==> config.mk <==
export PLATFORM = sky130hd
export DESIGN_NAME = h2d_ctrl
export DESIGN_NICKNAME = d
export VERILOG_FILES = /design/src/rtl/h2d_pkg.sv /design/src/rtl/h2d_ctrl.sv
export SDC_FILE = /design/constraint.sdc
export NUM_CORES = 1
export LEC_CHECK = 0
export BUFFER_PORTS_ARGS = -buffer_cell sky130_fd_sc_hd__buf_4
export CORE_AREA = 3 3 40 42
export CTS_BUF_LIST = sky130_fd_sc_hd__clkbuf_16
export CTS_CLUSTER_SIZE = 14
export DETAILED_ROUTE_END_ITERATION = 7
export DIE_AREA = 0 0 43 45
export PLACE_DENSITY_LB_ADDON = 0.08
export SLEW_MARGIN = 20
export SYNTH_ARGS = -nofsm -noshare
export SYNTH_HDL_FRONTEND = slang
export SYNTH_SLANG_ARGS = --single-unit
==> constraint.sdc <==
create_clock -name clk -period 1.19 [get_ports clk]
set_input_delay 0.0595 -clock clk [delete_from_list [all_inputs] [get_ports clk]]
set_output_delay 0.0595 -clock clk [all_outputs]
set_load 0.05 [all_outputs]
==> src/rtl/h2d_pkg.sv <==
// ----------------------------------------------------------------------------
// h2d_pkg
// Shared types and constants for the two-dimensional histogram binner.
// ----------------------------------------------------------------------------
`default_nettype none

package h2d_pkg;

  localparam int DATA_W    = 32;   // sample, origin, step and reported count
  localparam int USED_W    = 7;    // bins-in-use registers
  localparam int RIDX_W    = 6;    // read index fields
  localparam int OP_W      = 2;
  localparam int CFG_IDX_W = 3;

  typedef logic [OP_W-1:0] opcode_t;

  localparam opcode_t OP_COUNT = 2'd0;
  localparam opcode_t OP_READ  = 2'd1;
  localparam opcode_t OP_CLEAR = 2'd2;

  localparam logic [CFG_IDX_W-1:0] CFG_X_ORIGIN   = 3'd0;
  localparam logic [CFG_IDX_W-1:0] CFG_X_INV_STEP = 3'd1;
  localparam logic [CFG_IDX_W-1:0] CFG_X_USED     = 3'd2;
  localparam logic [CFG_IDX_W-1:0] CFG_Y_ORIGIN   = 3'd3;
  localparam logic [CFG_IDX_W-1:0] CFG_Y_INV_STEP = 3'd4;
  localparam logic [CFG_IDX_W-1:0] CFG_Y_USED     = 3'd5;

  localparam logic [DATA_W-1:0] RST_ORIGIN   = 32'd0;
  localparam logic [DATA_W-1:0] RST_INV_STEP = 32'd65536;
  localparam logic [USED_W-1:0] RST_USED     = 7'd64;

  // one half in Q32.32
  localparam logic [2*DATA_W:0] HALF_Q32 = 65'h0_8000_0000;

  // controller -> datapath
  typedef struct packed {
    logic load;     // capture the input item
    logic rd;       // read the addressed bin
    logic report;   // write back (count) and load the result registers
    logic clr;      // zero the bin at the clear pointer and advance it
  } ctl_cmd_t;

  // datapath -> controller
  typedef struct packed {
    opcode_t op;
    logic    clr_last;
  } ctl_stat_t;

endpackage

`default_nettype wire

==> src/rtl/h2d_ctrl.sv <==
// ----------------------------------------------------------------------------
// h2d_ctrl
// Sequencer: clear sweep after reset, index pipeline timing, bin
// read-modify-write and the clear command sweep.
// ----------------------------------------------------------------------------
`default_nettype none

module h2d_ctrl (
  input  wire                        clk,
  input  wire                        rst_n,
  input  wire                        start,
  output logic                       busy,
  input  wire  h2d_pkg::ctl_stat_t   stat,
  output h2d_pkg::ctl_cmd_t          cmd
);

  localparam logic [2:0] ST_IDLE  = 3'd0;
  localparam logic [2:0] ST_INIT  = 3'd1;  // sweep after reset, no result
  localparam logic [2:0] ST_CLEAR = 3'd2;  // sweep for a clear item
  localparam logic [2:0] ST_MAG   = 3'd3;
  localparam logic [2:0] ST_MUL   = 3'd4;
  localparam logic [2:0] ST_IDX   = 3'd5;
  localparam logic [2:0] ST_RD    = 3'd6;
  localparam logic [2:0] ST_WB    = 3'd7;

  logic [2:0] state_r, state_nxt;

  always_comb begin
    state_nxt  = state_r;
    cmd        = '0;
    case (state_r)
      ST_IDLE: begin
        if (start) begin
          cmd.load  = 1'b1;
          state_nxt = ST_MAG;
        end
      end
      ST_INIT: begin
        cmd.clr = 1'b1;
        if (stat.clr_last) state_nxt = ST_IDLE;
      end
      ST_CLEAR: begin
        cmd.clr = 1'b1;
        if (stat.clr_last) begin
          cmd.report = 1'b1;
          state_nxt  = ST_IDLE;
        end
      end
      ST_MAG: begin
        state_nxt = (stat.op == h2d_pkg::OP_CLEAR) ? ST_CLEAR : ST_MUL;
      end
      ST_MUL: state_nxt = ST_IDX;
      ST_IDX: state_nxt = ST_RD;
      ST_RD: begin
        cmd.rd    = 1'b1;
        state_nxt = ST_WB;
      end
      ST_WB: begin
        cmd.report = 1'b1;
        state_nxt  = ST_IDLE;
      end
      default: state_nxt = ST_IDLE;
    endcase
  end

  always_ff @(posedge clk) begin
    if (!rst_n) begin
      state_r <= ST_INIT;
    end else begin
      state_r <= state_nxt;
    end
  end

  assign busy = (state_r != ST_IDLE);

endmodule

`default_nettype wire
==> results.json <==
{
  "synth_common_cells": "4 x nand2_1, 3 x dfxtp_1, 2 x buf_6, 2 x nor2_1, 2 x nor3b_1",
  "drc_errors": 0,
  "critPathCaptureType": "primary output",
  "grt_overflow": 0,
  "drive_above_1_share": 0.630,
  "synthTopCellsByArea": "dfxtp_1 24%, buf_6 9.0%, nand2_1 6.0%, nor3b_1 6.0%, clkbuf_8 5.5%",
  "yosysTopAreaCellShare": 0.239,
  "synthDistinctLibCells": 22,
  "met3_usage": 0.0120,
  "clock_skew_ns": 0.00141,
  "setup_viol": 1,
  "nets": 53,
  "tightest_slew_ns": 0.176,
  "finalHoldViolCount": 0,
  "totalWireLength_um": 645,
  "failed_checks": "setup timing",
  "cp_slowest_stage_delay_ns": 0.38,
  "io-pin-count": 11,
  "dp_hpwl_um": 471,
  "slew_viol_final": 0,
  "die_x_um": 43,
  "use_met1": 0.103,
  "ir_drop_uv": 704,
  "netlist_instances": 30,
  "fmax_mhz": 840,
  "place_ws_ns": 0.0629,
  "cp.required_ns": 1.13,
  "largest_reg_flops": 3,
  "setup_slack_ns": -0.000952,
  "grtUsageMet2": 0.114,
  "diodes": 0,
  "synth_area_um2": 251,
  "synthArstFlopShare": 0,
  "synth-seq-cells": 3,
  "synth_top_cell_by_area": "dfxtp_1",
  "path_class": "reg -> out",
  "power_density_nw_per_um2": 1820,
  "core_area_um2": 1280,
  "cts_max_level": 1,
  "root_buffer": "clkbuf_16",
  "avgSynthCellArea_um2": 8.38,
  "cts_tree": "built",
  "worstSetupStartpointType": "flip-flop",
  "crit_slowest_cell": "or3_4",
  "grt-busiest-layer": "met2",
  "regArea_um2": 68.8,
  "finalInstanceArea_um2": 497,
  "worstPathCellList": "or3_4 -> buf_8",
  "fillers": 135,
  "synth_top_flop_cell": "dfxtp_1",
  "min_path_type": "in -> reg",
  "rows": 13,
  "gp_congestion": 0.683,
  "cap_violations": 0,
  "grt_pass1_vias": 264,
  "cp_max_fo": 10,
  "largest_register": "state_r",
  "syn_nets": 36,
  "dr.pass1.iters": 3,
  "routedWlPerCell_um": 10.6,
  "multi_input_area_um2": 188,
  "dpl_cell_area_um2": 357,
  "finalCritPeriodShare": 1.00,
  "top_regs": "state_r (3)",
  "p_leak_uw": 0.000212,
  "drtIter0Drc": 2,
  "vias_per_cell": 4.39,
  "grt_max_degree": 11,
  "cts.sinks": 3,
  "cts_buffer_depth": 2,
  "slew_headroom": 0.883,
  "critPathArrivalTime_ns": 1.13,
  "track_usage": 0.0798,
  "cts.reportedPaths.clkPinSlew_ns": 0.03,
  "clk_latency_ns": 0.23,
  "area_delta_synth_final_pct": 97.5,
  "initial_utilization": 0.196,
  "cts_buffers": 3,
  "antenna_found_initial": 0,
  "vias": 268,
  "postRouteAntennaNets": 0,
  "fin_crit_ns": 1.19,
  "yosysWarnings": 0,
  "io_buffers": 10,
  "synth_most_common_cell": "nand2_1",
  "synth-edff-count": 0,
  "outcome": "finished with violations",
  "die_h_um": 45,
  "synth-seq-area-share": 0.239,
  "grt_first_pass_wirelength_mm": 1.12,
  "rsz0062_at_grt": "yes",
  "die_area_um2": 1940
}
## metrics by stage
step / TNS [ns] / utilization / hold WS [ns] / instances / power (uW)
final: -0.000952 / 0.387 / 0.0183 / 61 / 904
after global routing: -0.0906 / 0.387 / 0.0277 / 61 / 947
after CTS: -0.00490 / 0.369 / 0.0368 / 61 / 895
after detailed placement: 0 / 0.278 / 0.280 / 56 / 324
after global placement: 0 / 0.278 / 0.288 / 56 / 325
after floorplan: 0 / - / 0.136 / 30 / 270
## layer usage
metal / vias to the layer above / share of wire
li1: 136 / -
met1: 120 / 0.46
met2: 10 / 0.42
met3: 2 / 0.082
met4: 0 / 0.036
met5: - / 0
## path summary, 6_finish.rpt
kind | endpoint | slack (ns) | from | cells after the start
worst min-delay path | state_r[0]$_SDFFE_PN1P_ | 0.02 | rst_n | 2
worst max-delay path | busy | -0.001 | state_r[0]$_SDFFE_PN1P_ | 2
worst max register to register | state_r[1]$_SDFFE_PN0P_ | 0.09 | state_r[0]$_SDFFE_PN1P_ | 3
worst min register to register | state_r[2]$_SDFFE_PN0P_ | 0.62 | state_r[2]$_SDFFE_PN0P_ | 3
## critical path, delay by kind of cell (launching register included)
family / cells / cell delay, ns
flip-flops: 1 / 0.37
buffers and inverters: 1 / 0.16
AND/OR/NAND/NOR: 1 / 0.38
## cells by family (layout without fill, tap and decap cells)
family                    count (synthesis)  after routing  share of synthesized area
AOI/OAI and AO/OA                         7              7                      0.209
xor gates and xnor gates                  1              1                     0.0348
buffers and inverters                     4             20                      0.159
DFF                                       3              3                      0.239
and+or+nand+nor                          15             15                      0.358
## timing repair
action / CTS / global route
hold buffers: 0 / 0
endpoints found under the hold margin: 0 / 0
gates resized for setup: 11 / 6
pin swaps: 3 / 1
setup endpoints to repair: 5 / 5
buffers inserted: 1 / 0
cloned: 0 / 0
## cells in the final DEF (no fill, tap or decap), types with 2 or more instances in the layout
| cell | n |
|---|---|
| buf_8 | 2 |
| inv_1 | 2 |
| nand2_1 | 4 |
| dfxtp_4 | 2 |
| buf_4 | 10 |
| clkbuf_16 | 3 |
| nor3b_1 | 2 |
| buf_6 | 3 |
## layout make-up
cell class	instances	area share
multi-input combinational	23	0.378
timing repair buffer	15	0.280
clock buffer	3	0.151
sequential	3	0.139
tap	15	0.0378
clock inverter	1	0.00756
inverter	1	0.00756
## where the power goes
group	internal, uW	switching [uW]	total [uW]	leakage [uW]
Combinational	120	117	237	0.000144
Sequential	113	22.1	135	0.0000260
Clock	434	98.7	533	0.0000423
No activity file was read; power rests on OpenSTA's default activity.
